<file path="src/hw/rtl/kvr_pkg.sv">
// Package for the keycode layout remapper: word types, key and modifier constants,
// the fixed rule ROM and its lookup function.
// No dependencies; every other file of the block imports it.
package kvr_pkg;

    localparam int SLOT_COUNT_DEF = 16;

    localparam logic [15:0] PAGE_KEYBOARD = 16'h0007;
    localparam logic [7:0]  SHIFT_MASK    = 8'h22;
    localparam logic [7:0]  ALT_MASK      = 8'h44;
    localparam logic [7:0]  KEY_LANG5     = 8'h94;
    localparam logic [7:0]  KEY_GRAVE     = 8'h35;
    localparam int          RULE_COUNT    = 20;

    typedef struct packed {
        logic [15:0] hid_page;
        logic [7:0]  key_code;
        logic        pressed;
        logic [7:0]  modifiers;
    } t_kvr_in;

    typedef struct packed {
        logic [7:0] out_key_code;
        logic [7:0] out_modifiers;
    } t_kvr_out;

    // Search word that walks the row of slot cells, one cell per cycle.
    typedef struct packed {
        logic       valid;
        logic [7:0] key;
        logic       hit;
        logic       free;
        logic [7:0] hit_outk;
        logic       hit_oshift;
    } t_scan;

    // Commit command broadcast to every cell once the search has finished.
    typedef struct packed {
        logic       wr;
        logic       clr;
        logic       hit;
        logic [7:0] key;
        logic [7:0] outk;
        logic       oshift;
    } t_slot_cmd;

    typedef struct packed {
        logic [7:0] trig;
        logic       trig_shift;
        logic [7:0] outk;
        logic       out_shift;
    } t_rule;

    typedef struct packed {
        logic       match;
        logic [7:0] outk;
        logic       out_shift;
    } t_rule_hit;

    localparam t_rule RULE_ROM [RULE_COUNT] = '{
        '{8'h35, 1'b0, 8'h2F, 1'b1},
        '{8'h35, 1'b1, 8'h2E, 1'b1},
        '{8'h1F, 1'b1, 8'h2F, 1'b0},
        '{8'h23, 1'b1, 8'h2E, 1'b0},
        '{8'h24, 1'b1, 8'h23, 1'b1},
        '{8'h25, 1'b1, 8'h34, 1'b0},
        '{8'h26, 1'b1, 8'h25, 1'b1},
        '{8'h27, 1'b1, 8'h26, 1'b1},
        '{8'h2D, 1'b1, 8'h87, 1'b1},
        '{8'h2E, 1'b0, 8'h2D, 1'b1},
        '{8'h2E, 1'b1, 8'h33, 1'b1},
        '{8'h2F, 1'b0, 8'h30, 1'b0},
        '{8'h2F, 1'b1, 8'h30, 1'b1},
        '{8'h30, 1'b0, 8'h31, 1'b0},
        '{8'h30, 1'b1, 8'h31, 1'b1},
        '{8'h31, 1'b0, 8'h89, 1'b0},
        '{8'h31, 1'b1, 8'h89, 1'b1},
        '{8'h33, 1'b1, 8'h34, 1'b0},
        '{8'h34, 1'b0, 8'h24, 1'b1},
        '{8'h34, 1'b1, 8'h1F, 1'b1}
    };

    // The first rule in ROM order that matches the key and shift state wins.
    function automatic t_rule_hit rule_lookup(input logic [7:0] key, input logic shift);
        t_rule_hit res;
        res = '0;
        for (int r = RULE_COUNT - 1; r >= 0; r--) begin
            if (RULE_ROM[r].trig == key && RULE_ROM[r].trig_shift == shift) begin
                res.match     = 1'b1;
                res.outk      = RULE_ROM[r].outk;
                res.out_shift = RULE_ROM[r].out_shift;
            end
        end
        return res;
    endfunction

endpackage

</file>
<file path="src/hw/rtl/keycode_layout_remapper_top.sv">
// Keycode layout remapper. Usage:
// The input channel (i_in_valid, o_in_stall, i_in_data) takes one key event word:
// usage page, keycode, press flag and modifier byte. The output channel
// (o_out_valid, i_out_stall, o_out_data) returns one word per event with the
// rewritten keycode and modifier byte.
// After a word is accepted a search word walks a row of SLOT_COUNT slot cells, one
// cell per cycle; when it comes out of the last cell the rule ROM result is
// combined with it, the slot table is updated and the result is registered.
// One event is handled at a time: a new word is accepted only after the result
// of the last one has been taken.
// o_in_stall is high from acceptance until the result has been taken.
// While i_out_stall is high the result word is held unchanged.
// Reset (synchronous, active low) marks every slot free and empties the channel.
// Depends on kvr_pkg and kvr_cell.
module keycode_layout_remapper_top
    import kvr_pkg::*;
#(
    parameter int SLOT_COUNT = SLOT_COUNT_DEF
) (
    input  logic     i_clk,
    input  logic     i_rst_n,
    input  logic     i_in_valid,
    output logic     o_in_stall,
    input  t_kvr_in  i_in_data,
    output logic     o_out_valid,
    input  logic     i_out_stall,
    output t_kvr_out o_out_data
);

    typedef enum logic [1:0] {
        ST_IDLE,
        ST_SCAN,
        ST_DONE
    } t_state;

    t_state    r_state;
    t_kvr_in   r_in;
    t_scan     r_tok_head;
    t_scan     n_tok_head;
    t_kvr_out  r_out;
    t_kvr_out  n_out;
    t_slot_cmd w_cmd;
    t_scan     w_tok [SLOT_COUNT + 1];
    t_scan     w_tail;
    t_rule_hit w_rule;
    logic      w_accept;
    logic      w_commit;

    assign w_accept = i_in_valid && (r_state == ST_IDLE);
    assign w_tail   = w_tok[SLOT_COUNT];
    assign w_commit = (r_state == ST_SCAN) && w_tail.valid;

    assign w_tok[0] = r_tok_head;

    for (genvar g = 0; g < SLOT_COUNT; g++) begin : g_cell
        kvr_cell u_cell (
            .i_clk   (i_clk),
            .i_rst_n (i_rst_n),
            .i_tok   (w_tok[g]),
            .i_cmd   (w_cmd),
            .o_tok   (w_tok[g + 1])
        );
    end

    // A fresh search word enters the row only in the cycle after acceptance.
    always_comb begin
        n_tok_head = '0;
        if (w_accept) begin
            n_tok_head.valid = 1'b1;
            n_tok_head.key   = i_in_data.key_code;
        end
    end

    assign w_rule = rule_lookup(r_in.key_code, (r_in.modifiers & SHIFT_MASK) != 8'h00);

    always_comb begin
        logic kb;
        logic grave_alt;
        kb        = (r_in.hid_page == PAGE_KEYBOARD);
        grave_alt = (r_in.key_code == KEY_GRAVE) && ((r_in.modifiers & ALT_MASK) != 8'h00);
        n_out.out_key_code  = r_in.key_code;
        n_out.out_modifiers = r_in.modifiers;
        w_cmd        = '0;
        w_cmd.hit    = w_tail.hit;
        w_cmd.key    = r_in.key_code;
        if (kb && r_in.pressed) begin
            if (grave_alt) begin
                n_out.out_key_code  = KEY_LANG5;
                n_out.out_modifiers = r_in.modifiers & ~(ALT_MASK | SHIFT_MASK);
                w_cmd.wr     = w_commit;
                w_cmd.outk   = KEY_LANG5;
                w_cmd.oshift = 1'b0;
            end else if (w_rule.match) begin
                n_out.out_key_code  = w_rule.outk;
                n_out.out_modifiers = w_rule.out_shift ? (r_in.modifiers | SHIFT_MASK)
                                                       : (r_in.modifiers & ~SHIFT_MASK);
                w_cmd.wr     = w_commit;
                w_cmd.outk   = w_rule.outk;
                w_cmd.oshift = w_rule.out_shift;
            end
        end else if (kb && w_tail.hit) begin
            n_out.out_key_code = w_tail.hit_outk;
            if (r_in.key_code == KEY_GRAVE && w_tail.hit_outk == KEY_LANG5) begin
                n_out.out_modifiers = r_in.modifiers & ~(ALT_MASK | SHIFT_MASK);
            end else if (w_tail.hit_oshift) begin
                n_out.out_modifiers = r_in.modifiers | SHIFT_MASK;
            end else begin
                n_out.out_modifiers = r_in.modifiers & ~SHIFT_MASK;
            end
            w_cmd.clr = w_commit;
        end
    end

    always_ff @(posedge i_clk) begin
        if (!i_rst_n) begin
            r_state    <= ST_IDLE;
            r_tok_head <= '0;
            r_in       <= '0;
            r_out      <= '0;
        end else begin
            r_tok_head <= n_tok_head;
            unique case (r_state)
                ST_IDLE: begin
                    if (w_accept) begin
                        r_in    <= i_in_data;
                        r_state <= ST_SCAN;
                    end
                end
                ST_SCAN: begin
                    if (w_commit) begin
                        r_out   <= n_out;
                        r_state <= ST_DONE;
                    end
                end
                ST_DONE: begin
                    if (!i_out_stall) begin
                        r_state <= ST_IDLE;
                    end
                end
                default: begin
                    r_state <= ST_IDLE;
                end
            endcase
        end
    end

    assign o_in_stall  = (r_state != ST_IDLE);
    assign o_out_valid = (r_state == ST_DONE);
    assign o_out_data  = r_out;

endmodule

</file>
<file path="src/hw/rtl/kvr_cell.sv">
// One slot cell of the remapper: holds a single recorded rewrite and passes the
// search word on to its neighbour. Depends on kvr_pkg.
module kvr_cell
    import kvr_pkg::*;
(
    input  logic      i_clk,
    input  logic      i_rst_n,
    input  t_scan     i_tok,
    input  t_slot_cmd i_cmd,
    output t_scan     o_tok
);

    logic       r_used;
    logic [7:0] r_orig;
    logic [7:0] r_outk;
    logic       r_oshift;
    logic       r_sel_hit;
    logic       r_sel_free;
    t_scan      r_tok;
    t_scan      n_tok;
    logic       w_match;
    logic       w_take;

    assign w_match = r_used && (r_orig == i_tok.key);

    always_comb begin
        n_tok = i_tok;
        if (!i_tok.hit && w_match) begin
            n_tok.hit        = 1'b1;
            n_tok.hit_outk   = r_outk;
            n_tok.hit_oshift = r_oshift;
        end
        if (!r_used) begin
            n_tok.free = 1'b1;
        end
    end

    // A matching slot takes precedence over the first free one.
    assign w_take = i_cmd.wr && (i_cmd.hit ? r_sel_hit : r_sel_free);

    always_ff @(posedge i_clk) begin
        if (!i_rst_n) begin
            r_used     <= 1'b0;
            r_sel_hit  <= 1'b0;
            r_sel_free <= 1'b0;
            r_tok      <= '0;
        end else begin
            r_tok <= n_tok;
            if (i_tok.valid) begin
                r_sel_hit  <= w_match && !i_tok.hit;
                r_sel_free <= !r_used && !i_tok.free;
            end
            if (w_take) begin
                r_used <= 1'b1;
            end else if (i_cmd.clr && r_sel_hit) begin
                r_used <= 1'b0;
            end
        end
    end

    always_ff @(posedge i_clk) begin
        if (w_take) begin
            r_orig   <= i_cmd.key;
            r_outk   <= i_cmd.outk;
            r_oshift <= i_cmd.oshift;
        end
    end

    assign o_tok = r_tok;

endmodule

</file>
<file path="config.mk">
export PLATFORM = sky130hd
export DESIGN_NAME = keycode_layout_remapper_top
export DESIGN_NICKNAME = d
export VERILOG_FILES = /design/src/hw/rtl/kvr_pkg.sv /design/src/hw/rtl/keycode_layout_remapper_top.sv /design/src/hw/rtl/kvr_cell.sv
export SDC_FILE = /design/constraint.sdc
export NUM_CORES = 1
export LEC_CHECK = 0
export BUFFER_PORTS_ARGS = -buffer_cell sky130_fd_sc_hd__buf_2
export CAP_MARGIN = 10
export CORE_ASPECT_RATIO = 0.7
export CORE_MARGIN = 2
export CORE_UTILIZATION = 25
export CTS_CLUSTER_DIAMETER = 200
export DETAILED_ROUTE_END_ITERATION = 10
export PLACE_DENSITY = 0.43
export SYNTH_ARGS = -nofsm -noshare
export SYNTH_HDL_FRONTEND = slang
export SYNTH_SLANG_ARGS = --single-unit
export TNS_END_PERCENT = 100
</file>
<file path="constraint.sdc">
create_clock -name i_clk -period 3.3 [get_ports i_clk]
set_input_delay 0.33 -clock i_clk [delete_from_list [all_inputs] [get_ports i_clk]]
set_output_delay 0.33 -clock i_clk [all_outputs]
set_load 0.02 [all_outputs]
</file>
# Yosys cells after proc, flatten, opt, wreduce, memory -nomap -nowiden
# Index checks and enable logic that the tools add are counted.
[op_classes]
eq_ne = 38
mux = 135
bitwise = 1
reduce_logical = 178
[op_table]
columns = ["op", "count"]
rows = [
  ["two-way mux 10 bit", 20],
  ["two-way mux 9 bit", 20],
  ["equality test 8 bit", 16],
  ["logical AND 1 bit", 106],
  ["equality test 6 x 8 -> 1 bit, first input constant", 13],
  ["two-way mux 1 bit", 84],
  ["two-way mux 16 bit", 4],
  ["zero test 1 bit", 48],
  ["nonzero test 2 bit", 17],
  ["equality test 16 x 3 -> 1 bit, second input constant", 1],
  ["nonzero test 8 bit", 2],
  ["two-way mux 6 bit", 2],
  ["equality test 5 x 8 -> 1 bit, first input constant", 1],
  ["equality test 8 x 6 -> 1 bit, second input constant", 1],
  ["equality test 8 bit, second input constant", 1],
  ["two-way mux 7 bit", 1],
  ["two-way mux 2 bit", 3],
  ["!= test 2 bit, second input constant", 3],
  ["one-hot mux 2 bit (3 select lines)", 1],
  ["AND reduction 2 bit", 3],
  ["AND reduction 3 bit", 1],
  ["equality test 2 x 1 -> 1 bit, second input constant", 1],
  ["equality test 2 bit, second input constant", 1],
  ["zero test 2 bit", 1],
  ["NOT 1 bit", 1],
]
[word_totals]
ff_bits = 702
inputBits = 37
out_inout_bits = 18

# Logic depth before layout (Yosys ltp)
[depth]
ltp_word = 27
depth_mapped = 10

# Modules after synthesis
# From an unflattened synthesis, not the netlist that was laid out.
[unflattened]
cells_unflattened = 2119
area_unflattened_um2 = 25328.0
[modules_own_cells]
columns = ["module", "instances", "cells_each", "area_per_inst_um2"]
rows = [
  ["kvr_cell", 16, 109, 1400.1],
  ["keycode_layout_remapper_top", 1, 375, 2926.6],
]

# Worst setup path before layout
# Ideal clock, no wire load.
[synth_timing]
path_kind = "reg-to-reg"
start = "register r_in[14] (netlist bit)"
end = "register g_cell[12].u_cell.r_orig[0], enable pin"
t_arrival_ps = 2897
required_time_ps = 2908
setup_slack_ps = 11
stages_incl_launch_ff = 8
period_less_slack_ps = 3289
path_cell_list = "dfxtp_1 > buf_2 > or4b_4 > nor4b_4 > nor3_2 > and4_4 > a211oi_2 > nor2b_1"
[synth_via]
elab_chain_len = 26
[synth_lines]
columns = ["item", "line", "rtl"]
rows = [
  ["start: declaration", "keycode_layout_remapper_top.sv:37", "t_kvr_in r_in;"],
  ["start signal: assignment", "keycode_layout_remapper_top.sv:125", "r_in <= i_in_data;"],
  ["equality test 6 x 8 -> 1 bit", "kvr_pkg.sv:88", "if (RULE_ROM[r].trig == key && RULE_ROM[r].trig_shift == shift) begin"],
  ["logical AND 1 bit", "kvr_pkg.sv:88", ""],
  ["two-way mux 10 bit (20 in a row)", "kvr_pkg.sv:88", ""],
  ["two-way mux 1 bit", "keycode_layout_remapper_top.sv:93", "end else if (w_rule.match) begin"],
  ["two-way mux 1 bit (*)", "keycode_layout_remapper_top.sv:87", "if (grave_alt) begin"],
  ["two-way mux 1 bit (*)", "keycode_layout_remapper_top.sv:86", "if (kb && r_in.pressed) begin"],
  ["logical AND 1 bit (*)", "kvr_cell.sv:39", "assign w_take = i_cmd.wr && (i_cmd.hit ? r_sel_hit : r_sel_free);"],
  ["via g_cell[12].u_cell.w_take", "kvr_cell.sv:22", "logic w_take;"],
  ["end signal: assignment", "kvr_cell.sv:63", "r_orig <= i_cmd.key;"],
  ["end: declaration", "kvr_cell.sv:14", "logic [7:0] r_orig;"],
]
# The timed path passes the listed nets; every way through them passes the cells marked *.
# A chain may end at the register's enable or synchronous reset.

# Final worst setup path
[layout_timing]
start = "register r_in[20] (netlist bit)"
end = "register g_cell[3].u_cell.r_outk[1], enable pin"
[layout_via]
elab_chain_len = 4
[layout_lines]
columns = ["item", "line", "rtl"]
rows = [
  ["equality test 16 x 3 -> 1 bit", "keycode_layout_remapper_top.sv:79", "kb = (r_in.hid_page == PAGE_KEYBOARD);"],
  ["logical AND 1 bit", "keycode_layout_remapper_top.sv:86", ""],
  ["two-way mux 1 bit", "keycode_layout_remapper_top.sv:86", ""],
  ["logical AND 1 bit", "kvr_cell.sv:39", ""],
  ["via g_cell[3].u_cell.w_take", "kvr_cell.sv:22", ""],
  ["end signal: assignment", "kvr_cell.sv:64", "r_outk <= i_cmd.outk;"],
  ["end: declaration", "kvr_cell.sv:15", "logic [7:0] r_outk;"],
]
# The timed path passes the listed nets, and every way through them passes these cells.

==> metrics.txt <==
WL/cell=17.8 µm; Max-cap violations=0; Cell Area, Synth=23600 µm²; crit path capture type=flop; Die X=371 µm; cells after synthesis=1812; Worst slew margin=22.2%; Async S/R FF share, synth=0%; # DRC=0; Fillers=9417; die area=96800 µm²; Initial Util=25.1%; critical path fanouts, max=9; reg2reg setup slack=0.31 ns; vias=13600; pin count of the biggest net entering global routing=118; post-route insts no fill=3285; Area Growth Syn to Fin=20.6%; critical path arrival=3.31 ns; drt initial violations=902; # rows=94; fmax=334 MHz; #FFs+latches synth=659; io pins=55; die height=261 µm; yosys warns=0; Vias/cell=4.15; Layout Nets=2019; placed inst area=26000 µm²; H-tree depth=3; synth top area cells=dfxtp_1, edfxtp_1, mux2i_1, xnor2_1, nor2b_1; final hold vios=0; crit path cell chain=or4_1, nor4_2, nand2_1, a211oi_2, buf_4, nor2b_1, buf_4; P_leak=9.74 nW; Buf/Inv on CP=2; run status=finished clean; Period minus WS final=2.99 ns; Pwr Total=16.2 mW; Cell Pwr Density=570 nW/µm²; Worst-path clk slew=0.06 ns; design area=28400 µm²; share of cells above drive strength 1=14.1%; Post-synth EDFFs=256; actual slew at the worst max-slew pin=1.16 ns; sequential area share after synthesis=66.9%; first-pass GRT wire length=87900 µm; Worst path top cell family by delay=simple AND/OR/NAND/NOR gates; routed wire length=58400 µm; Total Routing Usage GR=12.2%; number of port buffers=54; synth unique cells=64; Worst Hold Class=in2reg; startpoint types=flop; final worst setup slack=0.310 ns; number of global-route vias before repair=13900; Worst-Skew Late Latency=0.63 ns; commonest non-fill, non-tap cell in the layout=dfxtp_1; fin util=30.3%; most used cell, CP=buf_4; critical path class=reg2reg; RSZ-0062 raised after global routing=no; clock buffer depth=3; Max VDD drop=0.357 mV; Post-synth top flop=dfxtp_1; Root Buffer Master=clkbuf_16; Synth top area share=34.2%; clk sink count=659; Final Max Tran Viols=0; most frequent cells in the layout=dfxtp_1, edfxtp_1, mux2i_1; hpwl dp=39800 µm; Worst path slowest cell=nor4_2; delay of the slowest cell on the worst path=0.55 ns; Net Count, Synth=1849; routability congestion estimate=0.867; Yosys top cell by area=dfxtp_1; hold slack=0.0817 ns; CP Data Required Time=3.62 ns; Worst Clk Skew=0.0236 ns; Num CTS Buffers=66; pre-CTS WS=0.282 ns; GRT Residual Overflow=0; setup TNS=0 ns; Core Footprint=93700 µm²; initial antenna violation count=8; placed cell count=3128; Final ANT Viol Nets=0; syn_area_per_cell=13.0 µm²; TritonCTS clock tree=built; DRT Pass-1 Iters=7; period utilization=90.6%; # setup viols final=0
## report_power, final
part	internal (mW)	total, mW	leakage, nW	switching (mW)
registers	8.46	8.50	5.86	0.0444
logic	0.155	0.402	2.85	0.247
clock network	4.14	7.29	1.02	3.15
## worst register-to-register path, cell delays in order, from the launching register on
cell	delay, ns
dfxtp_1	0.30
or4_1	0.54
nor4_2	0.55
nand2_1	0.32
a211oi_2	0.26
buf_4	0.27
nor2b_1	0.24
buf_4	0.22
## worst paths after layout
| kind | start | end | cells after the start |
|---|---|---|---|
| worst min register to register | g_cell[11].u_cell.o_tok[9] | g_cell[12].u_cell.o_tok[9] | 2 |
| worst max register to register | r_in[20] | g_cell[3].u_cell.r_outk[1] | 7 |
| worst min-delay path | i_in_valid | r_state[0] | 3 |
| worst max-delay path | r_in[20] | g_cell[3].u_cell.r_outk[1] | 7 |
## cell type report
cell class                 instances  area [µm²]  share of cell area (%)
clock inverter                    28         234                   0.823
timing repair buffer             188        1400                    4.91
inverter                          19        71.3                   0.251
clock buffer                      93        1870                    6.56
sequential                       659       15800                    55.4
multi-input combinational       1048        7530                    26.5
tap                             1248        1560                    5.49
antenna                            2        5.00                  0.0176
## sequential cells by signal, indices dropped and copies added, names as in the netlist
register	flops
r_in	33
g_cell.u_cell.r_oshift	16
g_cell.u_cell.r_used	16
o_out_data	16
r_state	2
r_tok_head	9
g_cell.u_cell.o_tok	295
g_cell.u_cell.r_sel_hit	16
g_cell.u_cell.r_outk	112
g_cell.u_cell.r_sel_free	16
g_cell.u_cell.r_orig	128
## synth_stat cells (3+ instances only)
cell	n
nor3_1	21
o21ai_0	12
o22ai_1	3
or4_1	3
nor2_1	33
and2_1	141
and2b_1	9
nor4_1	17
a41oi_1	3
or2_2	3
o21a_1	33
edfxtp_1	256
o221a_2	3
xnor2_1	121
a21boi_0	69
mux2i_1	173
a22o_1	3
xor2_1	7
buf_1	3
nand4_1	16
a31oi_1	7
a211o_1	4
buf_2	3
nand2_1	114
a21oi_1	10
inv_1	19
dfxtp_1	403
nor2b_1	160
nand3_1	26
clkbuf_1	79
and3_1	17
## metal layers
layer / track usage (%) / part of all wire [%] / up-vias
li1: - / - / 6601
met1: 18.1 / 52 / 6699
met2: 17.6 / 42 / 270
met3: 2.60 / 4.4 / 71
met4: 3.41 / 1.7 / 0
met5: 0 / 0 / -
## repair_timing
action                                 CTS  global route
setup buffers                            0             0
hold buffers                            34             0
gates resized for setup                  0             0
endpoints found under the hold margin   34             0
## logic make-up after synthesis
kind of cell    after synthesis  synth area share [%]
compound gates              163                  5.16
xor+xnor                    128                  4.76
buf+inv                     105                  1.72
flops                       659                  66.9
mux                         173                  7.35
simple gates                584                  14.2
(Power assumes the default switching activity.)
